## src/dwarf_abbrev_table_indexer_core_macros.svh

```systemverilog
// Assertion macros shared by the abbreviation table indexer RTL.
// Each macro expects signals named clk and rst_n in the scope where it is used.
`ifndef DWARF_ABBREV_TABLE_INDEXER_CORE_MACROS_SVH
`define DWARF_ABBREV_TABLE_INDEXER_CORE_MACROS_SVH

// The consequent must hold in the same cycle as the antecedent.
`define DATI_ASSERT_IMP(label, ante, cons, msg) \
    label: assert property (@(posedge clk) disable iff (!rst_n) (ante) |-> (cons)) \
        else $error(msg);

// The consequent must hold in the cycle after the antecedent.
`define DATI_ASSERT_NXT(label, ante, cons, msg) \
    label: assert property (@(posedge clk) disable iff (!rst_n) (ante) |=> (cons)) \
        else $error(msg);

`endif

```

## src/dati_pkg.sv

```systemverilog
`timescale 1ns / 1ps
// Shared types and constants for the abbreviation table indexer.
// No dependencies; every other file of the block except the macros header uses this package.
package dati_pkg;

    // Default number of store entries (codes 0 .. DEFAULT_MAX_CODES-1).
    localparam int DEFAULT_MAX_CODES = 1024;

    // Field widths.
    localparam int GEN_W  = 8;
    localparam int WORD_W = 32;

    // Depth of the result queue in front of the output port.
    localparam int OUT_FIFO_DEPTH = 4;

    // Result kinds.
    localparam logic [1:0] KIND_ENTRY    = 2'd0;
    localparam logic [1:0] KIND_ZERO_END = 2'd1;
    localparam logic [1:0] KIND_SECT_END = 2'd2;

    // One store entry: valid flag, table generation and recorded position.
    typedef struct packed {
        logic              valid;
        logic [GEN_W-1:0]  gen;
        logic [WORD_W-1:0] pos;
    } dati_entry_t;

    localparam int ENTRY_W = $bits(dati_entry_t);

    // A result in flight from the parser to the store stage.
    typedef struct packed {
        logic [WORD_W-1:0] code;
        logic [WORD_W-1:0] pos;
        logic [1:0]        kind;
        logic              ovf;
        logic [WORD_W-1:0] highest;
        logic              done;
        logic              lookup;
        logic [GEN_W-1:0]  gen;
    } dati_item_t;

    // A finished result as it leaves the block.
    typedef struct packed {
        logic [WORD_W-1:0] code;
        logic [WORD_W-1:0] pos;
        logic [1:0]        kind;
        logic              first;
        logic              ovf;
        logic [WORD_W-1:0] highest;
        logic              done;
    } dati_result_t;

    localparam int RESULT_W = $bits(dati_result_t);

    // Status of the store clearing pass.
    typedef struct packed {
        logic sweeping;
        logic wrap_cleared;
    } dati_sweep_t;

endpackage

```

## src/dati_out_fifo.sv

```systemverilog
`timescale 1ns / 1ps
// Small result queue that decouples the store stage from the output port.
// Depends on dati_pkg for the result type.
module dati_out_fifo #(
    parameter int DEPTH = dati_pkg::OUT_FIFO_DEPTH,
    localparam int PW = $clog2(DEPTH),
    localparam int CW = $clog2(DEPTH + 1)
) (
    input  logic                   clk,
    input  logic                   rst_n,
    input  logic                   push,
    input  dati_pkg::dati_result_t push_data,
    input  logic                   pop,
    output logic                   head_valid,
    output dati_pkg::dati_result_t head,
    output logic [CW-1:0]          count
);
    import dati_pkg::*;

    dati_result_t  entries [DEPTH];
    logic [PW-1:0] wr_ptr_reg, wr_ptr_next;
    logic [PW-1:0] rd_ptr_reg, rd_ptr_next;
    logic [CW-1:0] count_reg, count_next;
    logic          do_pop;

    // Pointer and fill count update.
    always_comb
    begin
        do_pop      = pop && count_reg != '0;
        wr_ptr_next = wr_ptr_reg;
        rd_ptr_next = rd_ptr_reg;
        count_next  = count_reg;
        if (push)
        begin
            wr_ptr_next = (wr_ptr_reg == PW'(DEPTH - 1)) ? '0 : wr_ptr_reg + 1'b1;
        end
        if (do_pop)
        begin
            rd_ptr_next = (rd_ptr_reg == PW'(DEPTH - 1)) ? '0 : rd_ptr_reg + 1'b1;
        end
        if (push && !do_pop)
        begin
            count_next = count_reg + 1'b1;
        end
        else if (!push && do_pop)
        begin
            count_next = count_reg - 1'b1;
        end
    end

    always_ff @(posedge clk or negedge rst_n)
    begin
        if (!rst_n)
        begin
            wr_ptr_reg <= '0;
            rd_ptr_reg <= '0;
            count_reg  <= '0;
        end
        else
        begin
            wr_ptr_reg <= wr_ptr_next;
            rd_ptr_reg <= rd_ptr_next;
            count_reg  <= count_next;
        end
    end

    // Queue storage.
    always_ff @(posedge clk)
    begin
        if (push)
        begin
            entries[wr_ptr_reg] <= push_data;
        end
    end

    assign head_valid = count_reg != '0;
    assign head       = entries[rd_ptr_reg];
    assign count      = count_reg;

endmodule

```

## config.mk

```make
export PLATFORM = sky130hd
export DESIGN_NAME = dati_out_fifo
export DESIGN_NICKNAME = d
export VERILOG_FILES = /design/src/dwarf_abbrev_table_indexer_core_macros.svh /design/src/dati_pkg.sv /design/src/dati_out_fifo.sv
export SDC_FILE = /design/constraint.sdc
export NUM_CORES = 1
export LEC_CHECK = 0
export BUFFER_PORTS_ARGS = -buffer_cell sky130_fd_sc_hd__buf_2
export CORE_ASPECT_RATIO = 0.7
export CORE_MARGIN = 4
export CORE_UTILIZATION = 61
export DETAILED_ROUTE_END_ITERATION = 12
export PLACE_DENSITY_LB_ADDON = 0.08
export SLEW_MARGIN = 30
export SYNTH_ARGS = -nofsm -noshare
export SYNTH_HDL_FRONTEND = slang
export SYNTH_SLANG_ARGS = --single-unit
```

## constraint.sdc

```tcl
create_clock -name clk -period 6.2 [get_ports clk]
set_input_delay 0.62 -clock clk [delete_from_list [all_inputs] [get_ports clk]]
set_output_delay 0.62 -clock clk [all_outputs]
set_load 0.01 [all_outputs]
```

==> impl_metrics.tcl, run 1 <==
set metrics [dict create \
    syn2layout_area_growth_pct 16.6 \
    setup_viol 0 \
    p_int_mw 5.96 \
    sequentialPowerShare 0.457 \
    hold_class "input port to flip-flop" \
    hold_slack_ns 0.327 \
    wl_um 27300 \
    grt_max_degree 60 \
    ys_ff_latch 411 \
    die_area_sq_mm 0.0273 \
    crit_chain "buf_4 -> mux4_2 -> buf_2" \
    grt_overflow 0 \
    fp.coreArea_sq_mm 0.0239 \
    p_clk_frac 0.273 \
    clkLatencyLatePin_ns 0.50 \
    crit_fanout 59 \
    path_class "flip-flop to output pin" \
    drive_above_1_share 0.451 \
    wl_per_cell_um 24.0 \
    ys_types 20 \
    vias 6650 \
    max_freq_ghz 0.290 \
    grt_pass1_vias 7109 \
    synth_flop_cell "edfxtp_1" \
    netlist_instances 564 \
    slowest_delay_ns 0.84 \
    initial_core_util 0.629 \
    io_buffer_count 209 \
    antenna_found_initial 5 \
    crit_buf_inv 2 \
    crit_family "buffers and inverters" \
    rsz0062_at_grt "false" \
    grt_pass1_wl_um 41900 \
    arrival_ns 2.83 \
    yosysWarnings 0 \
    die_w_um 196 \
    largest_reg_flops 404 \
    pin_count 210 \
    cts_sinks 411 \
    synth_fp_nets 676 \
    die_h_um 139 \
    synth_edf_count 404 \
    cts_buffers 37 \
    gr-usage-all-layers 0.200 \
    cts_buffer_depth 3 \
    finalHoldViolations 0 \
    drv_cap 0 \
    num_antenna_cells 0 \
    dpl.hpwl_um 16300 \
    cts_setup_buffers 0 \
    finalNonFillerCells 1138 \
    switching_share 0.277 \
    cts_tree "done" \
    htreeDepth 2 \
    period_needed_ns 3.45 \
    drt_first_iter_violations 373 \
    p_per_area_mw_per_mm2 470 \
    startpoint_type "flip-flop" \
    p_switching_mw 2.28 \
    nets 909 \
    syn_avg_cell_area_sq_um 26.7 \
    slew_viol_final 0 \
    finish.utilization 0.733 \
    syn-cell-area_sq_mm 0.0151 \
    rows 47 \
    gp_congestion 0.736 \
    critPathSlowestCell "dfrtp_4" \
    drc 0 \
    leakage_nw 5.99 \
    drtPass1Iterations 4 \
    slew_headroom 0.419 \
    async_flop_share 0.0170 \
    cts.reportedPaths.clkPinSlew_ns 0.07 \
    max_slew.worst_pin.slew_ns 0.871 \
    fin_skew_ns 0.00934 \
    ys_seq_area_frac 0.818 \
    power_mw 8.24 \
    endpoint_kind "output pin" \
    crit_required_ns 5.58 \
    setup_tns_ns 0 \
    viasPerCell 5.84 \
    peakVddDrop_v 0.000324 \
    status "finished, final reports clean" \
    cts-root-buf "clkbuf_16" \
    combPwrFrac 0.271 \
    fin_crit_sh 0.556 \
    detail-route-antenna-nets 0 \
    dp_cells 1074 \
]
==> Yosys cell counts (2+ instances only) <==
| library cell | n | area [sq um] |
|---|---|---|
| and2_1 | 4 | 25.0 |
| buf_12 | 7 | 140 |
| buf_2 | 9 | 45.0 |
| buf_4 | 3 | 22.5 |
| clkbuf_1 | 2 | 7.51 |
| dfrtp_1 | 7 | 175 |
| edfxtp_1 | 404 | 12100 |
| ha_1 | 6 | 75.1 |
| inv_1 | 3 | 11.3 |
| mux2_2 | 3 | 33.8 |
| mux4_2 | 101 | 2270 |
| nand2_1 | 3 | 11.3 |
| nor2_1 | 3 | 11.3 |
| o21ai_0 | 2 | 10.0 |
| xor2_1 | 2 | 17.5 |
==> worst register-to-register path: cells and delay by family, from the launching register on <==
family                   cells  cell delay (ns)
adder cells (fa/ha/maj)      1             0.15
buffers and inverters        2             0.82
flip-flops                   1             0.40
AND/OR/NAND/NOR              1             0.69
==> routing by layer <==
metal,wire length [um],share of wire,GRT usage,vias to the layer above
met5,50,0.0018,0,-
met4,488,0.018,0.0411,10
met3,2380,0.087,0.0614,49
met2,13600,0.50,0.327,224
met1,10800,0.39,0.277,3474
li1,-,-,-,2893
==> cells by family (layout without fill, tap and decap cells) <==
family / after synthesis / count (layout) / synth area share
DFF: 411 / 411 / 0.818
muxes: 104 / 104 / 0.153
buffers and inverters: 26 / 282 / 0.0168
and+or+nand+nor: 11 / 11 / 0.00357
adders and majority gates: 7 / 7 / 0.00632
xor gates and xnor gates: 3 / 3 / 0.00175
AOI/OAI and AO/OA: 2 / 2 / 0.000665
==> placed cells by master (no fill, tap or decap) <==
cell type      instances
edfxtp_1             404
buf_2                209
mux4_2               101
clkbuf_16             37
clkinv_1              14
ha_1                   6
bufinv_16              6
dfrtp_1                5
buf_4                  5
and2_4                 4
clkbuf_1               4
inv_1                  3
nand2_1                3
mux2_2                 3
nor2_1                 3
o21ai_0                2
xor2_1                 2
dfrtp_4                2
or3_1                  1
xnor2_1                1
fa_1                   1
clkinvlp_4             1
dlygate4sd3_1          1
buf_16                 1
buf_12                 1
==> final cells by class <==
class / count / area (sq um)
fillers: 1349 / 6380
multi-input cells: 127 / 2500
inverters: 3 / 11.3
repair buffers: 217 / 1140
flip-flops and latches: 411 / 12300
clock buffers: 41 / 941
clock inverters: 21 / 240
well taps: 318 / 398
==> what timing repair did <==
item                                   4_1_cts  5_1_grt
endpoints found under the hold margin        7        0
hold buffers                                 1        0
gates resized for setup                      0        0
==> through the flow <==
step / instance area (sq um) / setup WS (ns)
5_1_grt: 17500 / 2.62
4_1_cts: 17500 / 2.62
3_5_place_dp: 16300 / 3.16
6_report: 17500 / 2.75
3_3_place_gp: 16300 / 3.16
2_1_floorplan: 15100 / 2.77
==> worst paths after layout <==
path                               start        endpoint  slack [ns]  depth (start not counted)
max reg2reg                wr_ptr_reg[1]  entries[1][74]        3.73                          4
max                        rd_ptr_reg[1]        head[39]        2.75                          3
min                         push_data[9]   entries[1][9]        0.33                          1
max in group asynchronous          rst_n   rd_ptr_reg[0]        5.48                          2
min in group asynchronous          rst_n        count[2]        0.52                          2
min reg2reg                     count[2]        count[2]        0.52                          1
==> power by group through the flow <==
stage,clock network [mW],logic (mW),registers (mW)
after floorplan,0,1.62,3.73
after global placement,0,2.18,3.85
after detailed placement,0,2.21,3.88
after CTS,2.29,2.22,3.83
after global routing,2.43,2.41,3.81
final,2.25,2.23,3.76
(Power assumes the default switching activity.)
==> run 2, diff against run 1 <==
--- a/config.mk
+++ b/config.mk
@@ -8,7 +8,7 @@
 export BUFFER_PORTS_ARGS = -buffer_cell sky130_fd_sc_hd__buf_2
 export CORE_ASPECT_RATIO = 0.7
 export CORE_MARGIN = 4
-export CORE_UTILIZATION = 61
+export CORE_UTILIZATION = 57
 export DETAILED_ROUTE_END_ITERATION = 12
 export PLACE_DENSITY_LB_ADDON = 0.08
 export SLEW_MARGIN = 30
==> constraint.sdc (replaced) <==
create_clock -name clk -period 3.4 [get_ports clk]
set_input_delay 0.34 -clock clk [delete_from_list [all_inputs] [get_ports clk]]
set_output_delay 0.34 -clock clk [all_outputs]
set_load 0.01 [all_outputs]
==> impl_metrics.tcl, run 2 (synthesis gave the netlist of run 1 again) <==
set metrics [dict create \
    status "finished, final reports clean" \
    layout_common_cells "404 x edfxtp_1, 209 x buf_2, 101 x mux4_2, 41 x clkbuf_16, 11 x clkbuf_1" \
    critPathSlowestCell "dfrtp_4" \
    p_per_area_mw_per_mm2 844 \
    met1_length_um 11500 \
    fillCellCount 1609 \
    grt_max_degree 56 \
    combPwrFrac 0.276 \
    crit_fanout 34 \
    grt_pass1_vias 7418 \
    sequentialPowerShare 0.461 \
    final_common_cell "edfxtp_1" \
    io_buffer_count 209 \
    pin_count 210 \
    cts.reportedPaths.clkPinSlew_ns 0.06 \
    top_layer "met4" \
    initial_core_util 0.583 \
    nets 918 \
    finish.utilization 0.686 \
    switching_share 0.281 \
    max_slew.worst_pin.slew_ns 0.707 \
    grt_overflow 0 \
    cts_setup_buffers 0 \
    drive_above_1_share 0.459 \
    detail-route-antenna-nets 0 \
    fin_ws_ns 0.533 \
    r2r_cells 8 \
    crit_required_ns 3.06 \
    p_switching_mw 4.19 \
    drt_first_iter_violations 361 \
    setup_viol 0 \
    htreeDepth 2 \
    cts_buffer_depth 3 \
    viasPerCell 5.60 \
    finalHoldViolations 0 \
    rsz0062_at_grt "false" \
    wl_um 27600 \
    drtPass1Iterations 4 \
    peakVddDrop_v 0.000485 \
    drc 0 \
    cts_buffers 38 \
    rrSetupSlack_ns 1.20 \
    cp.depth 3 \
    leakage_nw 6.04 \
    startpoint_type "flip-flop" \
    die_w_um 202 \
    die_area_sq_mm 0.0291 \
    cts_tree "done" \
    crit_end "head[43]" \
    vias 6675 \
    grt_pass1_wl_um 43300 \
    dp_worst_setup_slack_ns 0.987 \
    clkLatencyLatePin_ns 0.51 \
    max_freq_ghz 0.349 \
    hold_class "input port to flip-flop" \
    gp_congestion 0.743 \
    crit_buf_inv 2 \
    wl_per_cell_um 23.1 \
    crit_chain "buf_4 -> mux4_2 -> buf_2" \
    cts_sinks 411 \
    endpoint_kind "output pin" \
    p_int_mw 10.7 \
    p_clk_frac 0.263 \
    worstSetupStartpoint "rd_ptr_reg[0]" \
    path_class "flip-flop to output pin" \
    fp.coreArea_sq_mm 0.0258 \
    r2r-start "count[0]" \
    fin_crit_sh 0.843 \
    drv_cap 0 \
    syn2layout_area_growth_pct 17.6 \
    largest_reg_flops 404 \
    cts-root-buf "clkbuf_16" \
    wl_met3_um 1650 \
    fin_skew_ns 0.0113 \
    timing.rr.end "count[2]" \
    antenna_found_initial 2 \
    setup_tns_ns 0 \
    period_needed_ns 2.87 \
    crit_family "flip-flops" \
    dpl.hpwl_um 17000 \
    slowest_delay_ns 0.87 \
    wl_met2_um 14000 \
    slew_headroom 0.529 \
    slew_viol_final 0 \
    rows 49 \
    gr-usage-all-layers 0.194 \
    arrival_ns 2.53 \
    die_h_um 144 \
]
==> run 2: changes by cell type in the layout (fill, tap and decap cells not counted), sizes merged <==
| cell | delta |
|---|---|
| clkinv | -3 |
| buf | +8 |
| bufinv | -6 |
| diode | +4 |
| clkinvlp | -1 |
| clkbuf | +14 |
==> run 2: repair_timing <==
action,CTS,global route
hold buffers,1,0
gates resized for setup,0,0
hold endpoints to repair,7,0
==> run 2: power by group through the flow <==
stage	Clock [mW]	Combinational [mW]	Sequential, mW
finish	3.93	4.12	6.88
global route	4.27	4.46	6.98
CTS	4.03	4.23	6.91
detailed placement	0	4.20	7.02
global placement	0	4.17	6.95
floorplan	0	2.97	6.77
==> run 2: worst min-delay path by stage <==
stage	cells after the start	slack, ns	from	end
after floorplan	0	0.04	rst_n	count[0]
after global placement	1	0.19	rst_n	count[2]
after detailed placement	1	0.19	rst_n	count[1]
after CTS	1	0.02	push_data[87]	entries[1][87]
after global routing	1	0.02	push_data[24]	entries[0][24]
final	1	0.04	push_data[87]	entries[1][87]
==> run 2: cell type report <==
cell class	instances	area, sq um	share of cell area
flip-flops and latches	411	12300	0.696
multi-input cells	127	2500	0.141
repair buffers	225	1260	0.0710
clock buffers	55	1110	0.0626
well taps	357	447	0.0252
clock inverters	11	46.3	0.00262
inverters	3	11.3	0.000636
diodes	4	10.0	0.000566
==> run 2: routing by layer <==
| layer | track usage | up-vias |
|---|---|---|
| met5 | 0 | - |
| met4 | 0.0443 | 0 |
| met3 | 0.0496 | 35 |
| met2 | 0.329 | 182 |
| met1 | 0.263 | 3533 |
| li1 | - | 2925 |
==> run 2: per-stage QoR <==
stage | instance area (sq um) | power, mW | hold WS, ns | cells
global route | 17700 | 15.7 | 0.0202 | 1191
global placement | 16500 | 11.1 | 0.185 | 1122
detailed placement | 16500 | 11.2 | 0.189 | 1122
CTS | 17700 | 15.2 | 0.0178 | 1189
finish | 17700 | 14.9 | 0.0390 | 1193
floorplan | 15100 | 9.73 | 0.0444 | 564
==> run 2: worst reg2reg max path, stage by stage, from the launching register on <==
cell and delay, ns:
dfrtp_1 0.44, or3_1 0.40, nand2_1 0.16, ha_1 0.23, inv_1 0.07, fa_1 0.37
xor2_1 0.16, nor2_1 0.11, xor2_1 0.19
==> run 3, diff against run 2 <==
--- a/config.mk
+++ b/config.mk
@@ -8,7 +8,7 @@
 export BUFFER_PORTS_ARGS = -buffer_cell sky130_fd_sc_hd__buf_2
 export CORE_ASPECT_RATIO = 0.7
 export CORE_MARGIN = 4
-export CORE_UTILIZATION = 57
+export CORE_UTILIZATION = 51
 export DETAILED_ROUTE_END_ITERATION = 12
 export PLACE_DENSITY_LB_ADDON = 0.08
 export SLEW_MARGIN = 30
==> constraint.sdc (replaced) <==
create_clock -name clk -period 2.55 [get_ports clk]
set_input_delay 0.255 -clock clk [delete_from_list [all_inputs] [get_ports clk]]
set_output_delay 0.255 -clock clk [all_outputs]
set_load 0.01 [all_outputs]
==> impl_metrics.tcl, run 3 (synthesis gave the netlist of run 1 again) <==
set metrics [dict create \
    clkLatencyLatePin_ns 0.53 \
    die_h_um 152 \
    final_common_cell "edfxtp_1" \
    nets 1030 \
    rows 52 \
    detail-route-antenna-nets 0 \
    path_class "flip-flop to output pin" \
    leakage_nw 6.58 \
    setup_viol 0 \
    setup_tns_ns 0 \
    vias 7074 \
    cts.reportedPaths.clkPinSlew_ns 0.06 \
    ctsResizeCount 0 \
    p_per_area_mw_per_mm2 1090 \
    htreeDepth 2 \
    r2r_cells 8 \
    rsz0062_at_grt "false" \
    r2r-start "count[0]" \
    timing.rr.end "count[2]" \
    startpoint_type "flip-flop" \
    layout_common_cells "404 x edfxtp_1, 209 x buf_2, 102 x dlygate4sd3_1, 101 x mux4_2, 41 x clkbuf_16" \
    gp_congestion 0.728 \
    period_needed_ns 2.30 \
    grt_overflow 0 \
    hold_class "input port to flip-flop" \
    finalHoldViolations 0 \
    cts_buffers 39 \
    slew_viol_final 0 \
    critPathSlowestCell "dfrtp_4" \
    io_buffer_count 209 \
    wl_per_cell_um 21.6 \
    slew_headroom 0.576 \
    status "finished, final reports clean" \
    initial_core_util 0.519 \
    cts-root-buf "clkbuf_16" \
    finish.utilization 0.654 \
    hold_slack_ns 0.103 \
    slowest_delay_ns 0.69 \
    grt_pass1_vias 7724 \
    drc 0 \
    die_area_sq_mm 0.0324 \
    cts_buffer_depth 3 \
    dp_worst_setup_slack_ns 0.358 \
    pin_count 210 \
    crit_chain "buf_4 -> mux4_2 -> buf_2" \
    max_slew.worst_pin.slew_ns 0.636 \
    largest_reg_flops 404 \
    grt_pass1_wl_um 44000 \
    fin_skew_ns 0.0271 \
    cts_tree "done" \
    dpl_cell_area_sq_mm 0.0167 \
    fin_crit_sh 0.902 \
    antenna_found_initial 1 \
    dpl.hpwl_um 17000 \
    gr-usage-all-layers 0.180 \
    syn2layout_area_growth_pct 26.0 \
    drv_cap 0 \
    drtPass1Iterations 4 \
    peakVddDrop_v 0.000637 \
    max_freq_ghz 0.435 \
    drt_first_iter_violations 411 \
    worstSetupStartpoint "rd_ptr_reg[1]" \
    fin_ws_ns 0.251 \
    arrival_ns 2.04 \
    cts_sinks 411 \
    num_antenna_cells 0 \
    rrSetupSlack_ns 0.39 \
    fin_area_sq_mm 0.0190 \
    endpoint_kind "output pin" \
    crit_required_ns 2.30 \
    drive_above_1_share 0.419 \
    die_w_um 213 \
    fp.coreArea_sq_mm 0.0290 \
    crit_fanout 19 \
    grt_max_degree 102 \
    wl_um 28700 \
    viasPerCell 5.34 \
    crit_end "head[56]" \
]
run 3: cell types whose count changed in the layout (fill, tap and decap cells not counted), sizes merged:
cell / before / now
dlygate4sd3: 1 / 102
buf: 224 / 234
diode: 4 / 0
clkinvlp: 0 / 2
bufinv: 0 / 1
clkbuf: 55 / 56
run 3: final cells by class:
| type | instances | area, sq um |
|---|---|---|
| flip-flops and latches | 411 | 12300 |
| fillers | 1923 | 10000 |
| multi-input cells | 127 | 2500 |
| repair buffers | 336 | 2450 |
| clock buffers | 56 | 1120 |
| well taps | 378 | 473 |
| clock inverters | 14 | 92.6 |
| inverters | 3 | 11.3 |
run 3: how the worst min path moves through the flow:
stage / startpoint / to / slack [ns] / depth (start not counted)
4_1_cts: push / wr_ptr_reg[1] / 0.08 / 2
3_3_place_gp: rst_n / count[0] / 0.11 / 1
6_report: push / wr_ptr_reg[1] / 0.10 / 2
3_5_place_dp: rst_n / count[0] / 0.12 / 1
2_1_floorplan: rst_n / count[0] / -0.04 / 0
5_1_grt: push / wr_ptr_reg[1] / 0.11 / 3
run 3: what timing repair did:
action | in CTS | in global routing
endpoints found under the hold margin | 411 | 0
hold buffers | 102 | 0
endpoints found under the setup margin | 15 | 17
buffers inserted | 4 | 1
run 3: routing by layer:
| layer | GRT usage | vias to the layer above | wire length, um |
|---|---|---|---|
| met5 | 0 | - | 13 |
| met4 | 0.0419 | 2 | 342 |
| met3 | 0.0389 | 37 | 1660 |
| met2 | 0.306 | 199 | 14400 |
| met1 | 0.245 | 3685 | 12200 |
| li1 | - | 3151 | - |
run 3: worst max-delay path: cells and delay by family (launching register included):
kind	cells	cell delay, ns
buffers and inverters	2	0.47
flip-flops	1	0.69
multiplexers	1	0.35
run 3: through the flow:
step                std cells  power [mW]
floorplan                 564        13.0
global placement         1148        15.0
detailed placement       1148        15.2
CTS                      1324        20.9
global route             1325        21.6
finish                   1325        20.6
run 3: where the power goes:
| group | internal (mW) | leakage (nW) | switching, mW | total (mW) |
|---|---|---|---|---|
| clock | 3.16 | 0.590 | 2.29 | 5.44 |
| sequential | 8.66 | 3.79 | 0.343 | 9.01 |
| combinational | 3.02 | 2.19 | 3.12 | 6.14 |
