===== config.mk =====
export PLATFORM = sky130hd
export DESIGN_NAME = dati_parser
export DESIGN_NICKNAME = d
export VERILOG_FILES = /design/src/dwarf_abbrev_table_indexer_core_macros.svh /design/src/dati_pkg.sv /design/src/dati_parser.sv
export SDC_FILE = /design/constraint.sdc
export NUM_CORES = 1
export LEC_CHECK = 0
export ABC_AREA = 1
export BUFFER_PORTS_ARGS = -buffer_cell sky130_fd_sc_hd__buf_2
export CORE_AREA = 2 2 152 154
export CTS_BUF_LIST = sky130_fd_sc_hd__clkbuf_8 sky130_fd_sc_hd__clkbuf_16
export CTS_CLUSTER_DIAMETER = 100
export DETAILED_ROUTE_END_ITERATION = 10
export DIE_AREA = 0 0 154 156
export PLACE_DENSITY = 0.66
export SLEW_MARGIN = 10
export SYNTH_ARGS = -nofsm -noshare
export SYNTH_HDL_FRONTEND = slang
export SYNTH_SLANG_ARGS = --single-unit

===== constraint.sdc =====
create_clock -name clk -period 15.55 [get_ports clk]
set_input_delay 2.3325 -clock clk [delete_from_list [all_inputs] [get_ports clk]]
set_output_delay 2.3325 -clock clk [all_outputs]
set_load 0.005 [all_outputs]

===== src/dwarf_abbrev_table_indexer_core_macros.svh =====
// Assertion macros shared by the abbreviation table indexer RTL.
// Each macro expects signals named clk and rst_n in the scope where it is used.
`ifndef DWARF_ABBREV_TABLE_INDEXER_CORE_MACROS_SVH
`define DWARF_ABBREV_TABLE_INDEXER_CORE_MACROS_SVH

// The consequent must hold in the same cycle as the antecedent.
`define DATI_ASSERT_IMP(label, ante, cons, msg) \
    label: assert property (@(posedge clk) disable iff (!rst_n) (ante) |-> (cons)) \
        else $error(msg);

// The consequent must hold in the cycle after the antecedent.
`define DATI_ASSERT_NXT(label, ante, cons, msg) \
    label: assert property (@(posedge clk) disable iff (!rst_n) (ante) |=> (cons)) \
        else $error(msg);

`endif


===== src/dati_pkg.sv =====
`timescale 1ns / 1ps
// Shared types and constants for the abbreviation table indexer.
// No dependencies; every other file of the block except the macros header uses this package.
package dati_pkg;

    // Default number of store entries (codes 0 .. DEFAULT_MAX_CODES-1).
    localparam int DEFAULT_MAX_CODES = 1024;

    // Field widths.
    localparam int GEN_W  = 8;
    localparam int WORD_W = 32;

    // Depth of the result queue in front of the output port.
    localparam int OUT_FIFO_DEPTH = 4;

    // Result kinds.
    localparam logic [1:0] KIND_ENTRY    = 2'd0;
    localparam logic [1:0] KIND_ZERO_END = 2'd1;
    localparam logic [1:0] KIND_SECT_END = 2'd2;

    // One store entry: valid flag, table generation and recorded position.
    typedef struct packed {
        logic              valid;
        logic [GEN_W-1:0]  gen;
        logic [WORD_W-1:0] pos;
    } dati_entry_t;

    localparam int ENTRY_W = $bits(dati_entry_t);

    // A result in flight from the parser to the store stage.
    typedef struct packed {
        logic [WORD_W-1:0] code;
        logic [WORD_W-1:0] pos;
        logic [1:0]        kind;
        logic              ovf;
        logic [WORD_W-1:0] highest;
        logic              done;
        logic              lookup;
        logic [GEN_W-1:0]  gen;
    } dati_item_t;

    // A finished result as it leaves the block.
    typedef struct packed {
        logic [WORD_W-1:0] code;
        logic [WORD_W-1:0] pos;
        logic [1:0]        kind;
        logic              first;
        logic              ovf;
        logic [WORD_W-1:0] highest;
        logic              done;
    } dati_result_t;

    localparam int RESULT_W = $bits(dati_result_t);

    // Status of the store clearing pass.
    typedef struct packed {
        logic sweeping;
        logic wrap_cleared;
    } dati_sweep_t;

endpackage


===== src/dati_parser.sv =====
`timescale 1ns / 1ps
// Byte-level parser: walks the ULEB128 fields of each abbreviation entry.
// Depends on dati_pkg for the item type and result kinds.
module dati_parser #(
    parameter int MAX_CODES = dati_pkg::DEFAULT_MAX_CODES
) (
    input  logic                 clk,
    input  logic                 rst_n,
    input  logic                 accept,
    input  logic [7:0]           data_byte,
    input  logic                 section_end,
    input  logic                 table_restart,
    input  logic [31:0]          table_base,
    output logic                 item_emit,
    output dati_pkg::dati_item_t item,
    output logic [7:0]           gen
);
    import dati_pkg::*;

    // Parse phase codes.
    localparam logic [2:0] PH_CODE  = 3'd0;
    localparam logic [2:0] PH_TAG   = 3'd1;
    localparam logic [2:0] PH_CHILD = 3'd2;
    localparam logic [2:0] PH_ATTR  = 3'd3;
    localparam logic [2:0] PH_FORM  = 3'd4;
    localparam logic [2:0] PH_DONE  = 3'd5;

    localparam logic [5:0] LEB_STEP      = 6'd7;
    localparam logic [5:0] LEB_SHIFT_MAX = 6'd56;
    localparam logic [5:0] LEB_SHIFT_SAT = 6'd32;

    logic [2:0]        phase_reg, phase_next;
    logic [WORD_W-1:0] acc_reg, acc_next;
    logic [5:0]        shift_reg, shift_next;
    logic              attr_nz_reg, attr_nz_next;
    logic [WORD_W-1:0] offset_reg, offset_next;
    logic [WORD_W-1:0] max_reg, max_next;
    logic [GEN_W-1:0]  gen_reg, gen_next;

    // State as seen by this byte, after a restart has been applied.
    logic [2:0]        ph;
    logic [WORD_W-1:0] acc, off, mx;
    logic [5:0]        sh;
    logic              anz;
    logic [GEN_W-1:0]  gen_e;

    logic              more;
    logic [6:0]        payload;
    logic [63:0]       wide;
    logic [WORD_W-1:0] acc_upd;
    logic [5:0]        sh_upd;

    logic [2:0]        nph;
    logic [WORD_W-1:0] nacc, noff, nmx;
    logic [5:0]        nsh;
    logic              nanz;
    logic              emit;
    dati_item_t        it;

    always_comb
    begin
        // A restart byte starts a fresh table before it is parsed.
        ph    = table_restart ? PH_CODE : phase_reg;
        acc   = table_restart ? '0 : acc_reg;
        sh    = table_restart ? '0 : shift_reg;
        anz   = table_restart ? 1'b0 : attr_nz_reg;
        off   = table_restart ? '0 : offset_reg;
        mx    = table_restart ? '0 : max_reg;
        gen_e = table_restart ? gen_reg + 1'b1 : gen_reg;

        more    = data_byte[7];
        payload = data_byte[6:0];

        // ULEB128 accumulation with saturation past 32 bits.
        wide = 64'(payload) << sh;
        if (payload == '0)
        begin
            acc_upd = acc;
        end
        else if (sh >= LEB_SHIFT_SAT || wide[63:32] != '0)
        begin
            acc_upd = '1;
        end
        else
        begin
            acc_upd = acc | wide[31:0];
        end
        sh_upd = (sh < LEB_SHIFT_MAX) ? sh + LEB_STEP : sh;

        nph  = ph;
        nacc = acc;
        nsh  = sh;
        nanz = anz;
        nmx  = mx;
        noff = (ph == PH_DONE) ? off : off + 1'b1;
        emit = 1'b0;

        it         = '0;
        it.pos     = table_base + off + 1'b1;
        it.kind    = KIND_ENTRY;
        it.gen     = gen_e;

        case (ph)
            PH_CODE:
            begin
                nacc = acc_upd;
                nsh  = sh_upd;
                if (!more)
                begin
                    it.code = acc_upd;
                    nacc    = '0;
                    nsh     = '0;
                    emit    = 1'b1;
                    if (acc_upd == '0)
                    begin
                        it.kind = KIND_ZERO_END;
                        it.done = 1'b1;
                        nph     = PH_DONE;
                    end
                    else
                    begin
                        if (acc_upd > mx)
                        begin
                            nmx = acc_upd;
                        end
                        if (acc_upd >= 32'(MAX_CODES))
                        begin
                            it.ovf = 1'b1;
                        end
                        else
                        begin
                            it.lookup = 1'b1;
                        end
                        nph = PH_TAG;
                        if (section_end)
                        begin
                            it.done = 1'b1;
                            nph     = PH_DONE;
                        end
                    end
                end
            end
            PH_TAG:
            begin
                if (!more)
                begin
                    nph = PH_CHILD;
                end
            end
            PH_CHILD:
            begin
                nanz = 1'b0;
                nph  = PH_ATTR;
            end
            PH_ATTR:
            begin
                if (payload != '0)
                begin
                    nanz = 1'b1;
                end
                if (!more)
                begin
                    nph = PH_FORM;
                end
            end
            PH_DONE:
            begin
                nph = PH_DONE;
            end
            default:
            begin
                // Form field; a zero attribute closes the entry.
                if (!more)
                begin
                    if (anz)
                    begin
                        nanz = 1'b0;
                        nph  = PH_ATTR;
                    end
                    else
                    begin
                        nph = PH_CODE;
                    end
                end
            end
        endcase

        // The last section byte ends the table wherever it falls.
        if (ph != PH_DONE && !emit && section_end)
        begin
            emit    = 1'b1;
            it.code = '0;
            it.kind = KIND_SECT_END;
            it.done = 1'b1;
            nph     = PH_DONE;
        end
        it.highest = nmx;

        phase_next   = accept ? nph  : phase_reg;
        acc_next     = accept ? nacc : acc_reg;
        shift_next   = accept ? nsh  : shift_reg;
        attr_nz_next = accept ? nanz : attr_nz_reg;
        offset_next  = accept ? noff : offset_reg;
        max_next     = accept ? nmx  : max_reg;
        gen_next     = accept ? gen_e : gen_reg;
    end

    // Parse state registers.
    always_ff @(posedge clk or negedge rst_n)
    begin
        if (!rst_n)
        begin
            phase_reg   <= PH_CODE;
            acc_reg     <= '0;
            shift_reg   <= '0;
            attr_nz_reg <= 1'b0;
            offset_reg  <= '0;
            max_reg     <= '0;
            gen_reg     <= '0;
        end
        else
        begin
            phase_reg   <= phase_next;
            acc_reg     <= acc_next;
            shift_reg   <= shift_next;
            attr_nz_reg <= attr_nz_next;
            offset_reg  <= offset_next;
            max_reg     <= max_next;
            gen_reg     <= gen_next;
        end
    end

    assign item_emit = emit;
    assign item      = it;
    assign gen       = gen_reg;

endmodule


==> impl_metrics.toml, run 1 <==
[worst_hold_path]
min_to = "max_reg[16]"
min_path_cells = 2
hp-class = "reg -> reg"
min_from = "max_reg[16]"

[setup_path]
worst-r2r-cell-count = 22
end_kind = "output pin"
critical_path_class = "in -> out"
crit_required_ps = 13220
regToRegStartpoint = "shift_reg[3]"
cp.arrival_ps = 8430
cp_max_fo = 40
r2r_setup_slack_ps = 10160
worstSetupStartpointType = "input pin"
r2r-end = "max_reg[28]"

[synthesis]
ys_ff_latch = 114
synthesis.area_sq_um = 9990
synth_ff_type = "dfrtp_1"
yosysTopAreaCell = "dfrtp_1"
synth_edf_count = 0
synthCells = 1499
synth_top_cell_area_share_pct = 28.6
yosys_warnings = 0
avgSynthCellArea_sq_um = 6.66
synth.distinct_cells = 45
synth_nets = 1609
netlist_top_cells_area = "dfrtp_1, nand2_1, ha_1, inv_1, nor2_1"
async_flop_share_pct = 100
synth-seq-area-share_pct = 28.6

[sta]
max_freq_mhz = 92.9
rsz0062_at_grt = "false"
slew-limit-headroom_pct = 33.1
setup_ws_ps = 4790
setup_viol = 0
skew_ps = 10.1
finalSetupTns_ps = 0
finalHoldViolCount = 0
final.min_clock_period_ps = 10760
worst_pin_slew_ps = 1000
period_share_pct = 69.2
slew_violations = 0

[cts]
cts_resized = 0
htree_levels = 4
cts_hold_buffers = 0
clk_pin_slew_ps = 50
cts_setup_buffers = 0
cts_tree = "built"
clock_latency_ps = 420
cts_made_buffers = 17
cts.sinks = 114
root_buffer = "clkbuf_16"
cts_buffer_depth = 2

[global_route]
gr-usage-all-layers_pct = 24.2
grt_overflow = 0
grt_max_degree = 83
grt_pass1_wl_microns = 47100
grt_antenna_before_repair = 0
first_global_vias = 9629

[routing]
vias = 10123
avgRoutedWirePerCell_microns = 15.0
dr.first_iter.drc_count = 719
avgViaCountPerCell = 5.26
routed_wl_microns = 28900
ant_nets = 0
drc = 0
dr.pass1.iters = 5

[pwr]
ir_drop_mv = 0.0903
leakage_nw = 6.41
powerDensity_nw_per_um2 = 134

[placed_design]
hpwlAfterDp_microns = 21800
gp_congestion = 0.915
pre_cts_ws_ps = 4930
placement.io_buffers = 162

[floorplanning]
core_area_sq_um = 22400
die_h_microns = 156
dieArea_sq_um = 24000
initial_utilization_pct = 44.6
ios = 163
row_count = 55
die_x_microns = 154

[cells_and_area]
layout_commonest_cell = "nand2_1"
fin_nets = 1737
most-common-layout-cells = "nand2_1, inv_1, nor2_1"
layout-drive-gt1-share_pct = 15.7
syn2layout_area_growth_pct = 16.1
diodes = 0

[outcome]
status = "complete, no violations"

[flow_run]
max_cap_viol_count = 0
layer usage:
layer	global-route usage (%)	vias to the layer above	part of all wire (%)
met5	0	-	0
met2	41.5	317	47
li1	-	5133	-
met4	7.43	0	2.4
met3	3.58	53	4.7
met1	31.5	4620	46
cells by family after synthesis:
family | count (synthesis) | share of synthesized area [%]
buf+inv | 264 | 10.7
xor+xnor | 68 | 5.96
compound gates | 247 | 14.5
fa+ha+maj | 65 | 8.22
simple gates | 741 | 32.1
flops | 114 | 28.6
cell usage after synthesis, types with 3 or more instances:
| cell type | n |
|---|---|
| o22ai_1 | 38 |
| buf_1 | 8 |
| inv_1 | 197 |
| a21oi_1 | 59 |
| a22oi_1 | 3 |
| nor2_1 | 168 |
| clkbuf_1 | 31 |
| inv_2 | 4 |
| o2111ai_1 | 3 |
| nand3_1 | 121 |
| buf_4 | 4 |
| nand2_4 | 3 |
| dfrtp_1 | 114 |
| a21oi_2 | 18 |
| nor4_1 | 4 |
| and2_1 | 33 |
| nand4_1 | 19 |
| o21ai_0 | 72 |
| a21boi_0 | 6 |
| o21bai_1 | 5 |
| nand2_2 | 3 |
| o21ai_1 | 22 |
| a211oi_1 | 3 |
| nor2_2 | 20 |
| buf_2 | 14 |
| ha_1 | 64 |
| xor2_1 | 59 |
| nor3_1 | 13 |
| a31oi_1 | 8 |
| xnor2_1 | 9 |
| nand3_2 | 3 |
| buf_6 | 5 |
| nand2_1 | 350 |
report_power, final:
part	total, mW	leakage [nW]	switching (mW)	internal (mW)
sequential	0.400	1.53	0.0367	0.364
combinational	0.703	4.54	0.449	0.254
clock	0.449	0.334	0.144	0.304
critical path, stage by stage:
cell and delay [ps]:
buf_2 640, buf_4 530, nor2_1 100, buf_4 200, inv_1 430, nor2_1 100
nor2_1 110, nand3_1 90, o21bai_2 500, o2111ai_1 190, o21ai_1 330, inv_1 90
ha_1 330, nand2_1 50, or4_1 520, nor4_1 420, nand2_1 140, nand2_1 250
buf_4 330, nand2_4 250, nand2_1 180, and2_1 130, buf_2 100
how the worst max path moves through the flow:
stage / startpoint / slack, ps / depth (start not counted) / endpoint
2_1_floorplan: table_restart / 7000 / 27 / item[75]
3_3_place_gp: table_restart / 5000 / 23 / item[41]
3_5_place_dp: table_restart / 4930 / 23 / item[32]
4_1_cts: table_restart / 4910 / 23 / item[31]
5_1_grt: table_restart / 4220 / 23 / item[40]
6_report: table_restart / 4790 / 23 / item[31]
cell type report:
class / instances / area, sq um
clock buffer: 22 / 494
clock inverter: 9 / 176
inverter: 202 / 761
multi-input combinational: 1121 / 6070
tap: 285 / 357
sequential: 114 / 2850
timing repair buffer: 171 / 881
fill: 2257 / 10800
through the flow:
step / std cells / instance area, sq um / hold slack (ps) / power [mW] / utilization (%)
after floorplan: 1499 / 9990 / 449 / 0.887 / -
after CTS: 1924 / 11600 / 481 / 1.56 / 51.8
after global placement: 1893 / 10900 / 463 / 1.09 / 48.9
after detailed placement: 1893 / 10900 / 465 / 1.10 / 48.9
final: 1924 / 11600 / 477 / 1.55 / 51.8
after global routing: 1924 / 11600 / 498 / 1.67 / 51.8
(Power assumes the default switching activity.)
==> inputs of run 2 (changes only) <==
==> constraint.sdc (replaced) <==
create_clock -name clk -period 10.6 [get_ports clk]
set_input_delay 1.59 -clock clk [delete_from_list [all_inputs] [get_ports clk]]
set_output_delay 1.59 -clock clk [all_outputs]
set_load 0.005 [all_outputs]
==> run 2 against run 1 <==
Net effect: critical path depth grew 2; global-route usage rose by 0.76 points; sequential share of layout area up 0.088 points; non-clock buffer count grew 6; final cell count is 0.36% higher; clock skew up 1.0 ps; first-iteration DRC count shrank 7.6%; core utilization down 0.18 points; register-to-register slack got worse by 4600 ps; sequential power rose by 47%; clock power grew 28%; die area did not move; largest cell class unchanged; largest power group unchanged; highest routed layer unchanged.
==> impl_metrics.toml, run 2 (same netlist as run 1, synthesis figures left out) <==
[setup_path]
worstSetupStartpointType = "input pin"
slowest_delay_ps = 630
cp.arrival_ps = 7160
r2r_setup_slack_ps = 5590
cp_slowest_cell = "buf_2"
end_kind = "output pin"
critical_path_class = "in -> out"
crit_required_ps = 9010
cp_max_fo = 45

[pwr]
pwr-share-comb_pct = 47.4
p_int_mw = 1.26
leakage_nw = 6.38
switching_power_mw = 0.955
sw_frac_of_total_pct = 43.2
finalPower_mw = 2.21
seq_power_share_pct = 26.6
powerDensity_nw_per_um2 = 192
ir_drop_mv = 0.124
p_clk_share_pct = 26.0

[cts]
root_buffer = "clkbuf_16"
cts_resized = 0
cts_setup_buffers = 0
clk_pin_slew_ps = 60
clock_latency_ps = 430
cts_made_buffers = 17
cts_buffer_depth = 2
cts_tree = "built"
cts.sinks = 114
htree_levels = 4
cts_hold_buffers = 0

[sta]
finalSetupTns_ps = 0
slew-limit-headroom_pct = 38.7
slew_violations = 0
final.min_clock_period_ps = 8750
rsz0062_at_grt = "false"
skew_ps = 11.1
setup_viol = 0
period_share_pct = 82.5
finalHoldViolCount = 0
max_freq_mhz = 114
worst_pin_slew_ps = 918
fin_hold_ws_ps = 477

[global_route]
first_global_vias = 9703
grt_pass1_wl_microns = 48400
grt_overflow = 0
gr-usage-all-layers_pct = 24.9
grt_max_degree = 75
grt_antenna_before_repair = 0

[floorplanning]
ios = 163
die_h_microns = 156
row_count = 55
dieArea_sq_um = 24000
die_x_microns = 154
initial_utilization_pct = 44.6
core_area_sq_um = 22400

[placed_design]
dpl_cell_area_sq_um = 11000
gp_congestion = 0.905
hpwlAfterDp_microns = 22000
placement.io_buffers = 162

[routing]
drc = 0
vias = 10171
avgViaCountPerCell = 5.27
dr.pass1.iters = 5
routed_wl_microns = 29500
ant_nets = 0
avgRoutedWirePerCell_microns = 15.3
dr.first_iter.drc_count = 664

[cells_and_area]
most-common-layout-cells = "nand2_1, inv_1, nor2_1"
layout-drive-gt1-share_pct = 16.1
layout_commonest_cell = "nand2_1"
fin_util_pct = 51.7
diodes = 0
final_area_sq_um = 11600
syn2layout_area_growth_pct = 15.7
nFillCells = 2272
fin_nets = 1743

[worst_hold_path]
hp-class = "reg -> reg"

[outcome]
status = "complete, no violations"

[flow_run]
max_cap_viol_count = 0
run 2: cell count changes in the layout (fill, tap and decap cells not counted):
| cell | delta |
|---|---|
| clkbuf_8 | -5 |
| clkinv_4 | +3 |
| inv_6 | +2 |
| clkinv_2 | +2 |
| buf_4 | +6 |
| inv_1 | -1 |
| clkinvlp_4 | +3 |
| bufinv_16 | -3 |
run 2: final cells by class:
| class | count | area, sq um | area share, % |
|---|---|---|---|
| Clock inverter | 15 | 159 | 1.38 |
| Timing Repair Buffer | 177 | 926 | 8.01 |
| Multi-Input combinational cell | 1121 | 6070 | 52.6 |
| Tap cell | 285 | 357 | 3.09 |
| Sequential cell | 114 | 2850 | 24.7 |
| Inverter | 202 | 761 | 6.58 |
| Clock buffer | 17 | 425 | 3.68 |
run 2: worst paths after layout:
kind / from / to / cells past startpoint
max reg2reg: shift_reg[3] / max_reg[2] / 23
min reg2reg: max_reg[24] / max_reg[24] / 2
max in group asynchronous: rst_n / offset_reg[1] / 2
min: max_reg[24] / max_reg[24] / 2
min in group asynchronous: rst_n / max_reg[23] / 1
max: table_restart / item[35] / 25
run 2: power by group through the flow:
stage	clock network, mW	logic, mW	registers, mW
2_1_floorplan	0	0.721	0.581
3_5_place_dp	0	1.04	0.593
6_report	0.576	1.05	0.589
4_1_cts	0.582	1.05	0.588
5_1_grt	0.604	1.19	0.601
3_3_place_gp	0	1.02	0.591
run 2: critical path, delay by kind of cell:
family / cells / cell delay, ps
compound gates: 1 / 400
fa+ha+maj: 1 / 300
buf+inv: 7 / 1900
simple gates: 16 / 2920
run 2: metrics by stage:
step,setup slack (ps),cells
2_1_floorplan,3530,1499
3_3_place_gp,2130,1899
3_5_place_dp,1960,1899
4_1_cts,1900,1931
5_1_grt,1300,1931
6_report,1850,1931
run 2: routing by layer:
layer,track usage (%),share of wire [%]
met5,0,0
met1,32.2,45
met4,8.32,2.1
met3,4.03,5.7
met2,42.5,47
==> inputs of run 3 (changes only) <==
==> constraint.sdc (replaced) <==
create_clock -name clk -period 8.5 [get_ports clk]
set_input_delay 1.275 -clock clk [delete_from_list [all_inputs] [get_ports clk]]
set_output_delay 1.275 -clock clk [all_outputs]
set_load 0.005 [all_outputs]
==> run 3 against run 2 <==
Net effect: critical path depth unchanged; non-clock buffer count up 5; final cell count up 0.26%; die area unchanged; largest cell class unchanged.
==> impl_metrics.toml, run 3 (same netlist as run 1, synthesis figures left out) <==
[outcome]
status = "complete, no violations"

[global_route]
use_met2_pct = 42.8
top_usage_layer = "met2"
grt_overflow = 0
grt_max_degree = 81
use_met1_pct = 32.0
first_global_vias = 9743
grt_pass1_wl_microns = 48400
use_met3_pct = 3.86
grt_antenna_before_repair = 0
gr-usage-all-layers_pct = 24.9

[placed_design]
pre_cts_ws_ps = 813
gp_congestion = 0.923
placement.io_buffers = 162
hpwlAfterDp_microns = 22000
placedCellCount = 1904

[cts]
cts_buffer_depth = 2
clk_pin_slew_ps = 60
cts.sinks = 114
cts_hold_buffers = 0
htree_levels = 4
cts_tree = "built"
cts_setup_buffers = 0
clock_latency_ps = 430
root_buffer = "clkbuf_16"
cts_made_buffers = 17
cts_resized = 0

[routing]
avgRoutedWirePerCell_microns = 15.2
routed_wl_microns = 29500
dr.first_iter.drc_count = 768
avgViaCountPerCell = 5.24
dr.pass1.iters = 6
ant_nets = 0
drc = 0
vias = 10152

[floorplanning]
initial_utilization_pct = 44.6
row_count = 55
die_x_microns = 154
die_h_microns = 156
core_area_sq_um = 22400
dieArea_sq_um = 24000
ios = 163

[setup_path]
cp_slowest_cell = "or4_1"
critical_path_class = "in -> out"
regToRegStartpoint = "shift_reg[3]"
end_kind = "output pin"
slowest_delay_ps = 550
crit_required_ps = 7220
cp_max_fo = 39
worstSetupStartpointType = "input pin"
cp_num_buf_inv = 7
crit_path_start = "table_restart"
cp_common_cell = "nand3_1"
path_delay_family = "simple AND/OR/NAND/NOR gates"
cp.arrival_ps = 6500

[cells_and_area]
fin_nets = 1748
ff_latch_area_sq_um = 2850
layout_commonest_cell = "nand2_1"
nFillCells = 2272
multi_input_area_sq_um = 6070
stdcell_count = 1936
diodes = 0
most-common-layout-cells = "nand2_1, inv_1, nor2_1"
syn2layout_area_growth_pct = 16.4
layout-drive-gt1-share_pct = 16.2

[worst_hold_path]
min_from = "max_reg[0]"
hp-class = "reg -> reg"

[sta]
finalHoldViolCount = 0
skew_ps = 12.2
slew_violations = 0
finalSetupTns_ps = 0
setup_viol = 0
setup_ws_ps = 722
fin_hold_ws_ps = 479
worst_pin_slew_ps = 988
slew-limit-headroom_pct = 34.1
rsz0062_at_grt = "false"
max_freq_mhz = 129
period_share_pct = 91.5
final.min_clock_period_ps = 7780

[pwr]
leakage_nw = 6.42
powerDensity_nw_per_um2 = 242
ir_drop_mv = 0.165

[flow_run]
max_cap_viol_count = 0
-- run 3: layer usage --
metal,vias up,wire length (microns)
met5,-,0
met4,0,700
met3,51,1590
met2,329,13800
met1,4613,13400
li1,5159,-
-- run 3: where the power goes --
group,switching [mW],internal (mW)
clock network,0.276,0.487
logic,0.839,0.478
registers,0.0698,0.665
total,1.18,1.63
-- run 3: layout make-up --
type / count / area share, %
clock buffer: 17 / 3.66
tap: 285 / 3.07
inverter: 202 / 6.54
multi-input combinational: 1121 / 52.3
clock inverter: 15 / 1.65
timing repair buffer: 182 / 8.29
sequential: 114 / 24.5
-- run 3: worst paths after layout --
check	to	slack, ps	cells after the start
max	item[39]	720	25
max reg2reg	max_reg[1]	3420	20
max in group asynchronous	acc_reg[14]	6300	2
min in group asynchronous	max_reg[23]	960	1
min reg2reg	max_reg[0]	480	2
min	max_reg[0]	480	2
-- run 3: metrics by stage --
step	area (sq um)	power [mW]	utilization, %
6_report	11600	2.81	52.0
5_1_grt	11600	3.04	52.0
4_1_cts	11600	2.82	52.0
3_5_place_dp	11000	2.05	49.2
3_3_place_gp	11000	2.03	49.2
2_1_floorplan	9990	1.62	-
-- run 3: tightest hold or removal path, delay by kind of cell (launching register included) --
kind / cells / cell delay [ps]
flops: 1 / 340
simple gates: 2 / 110
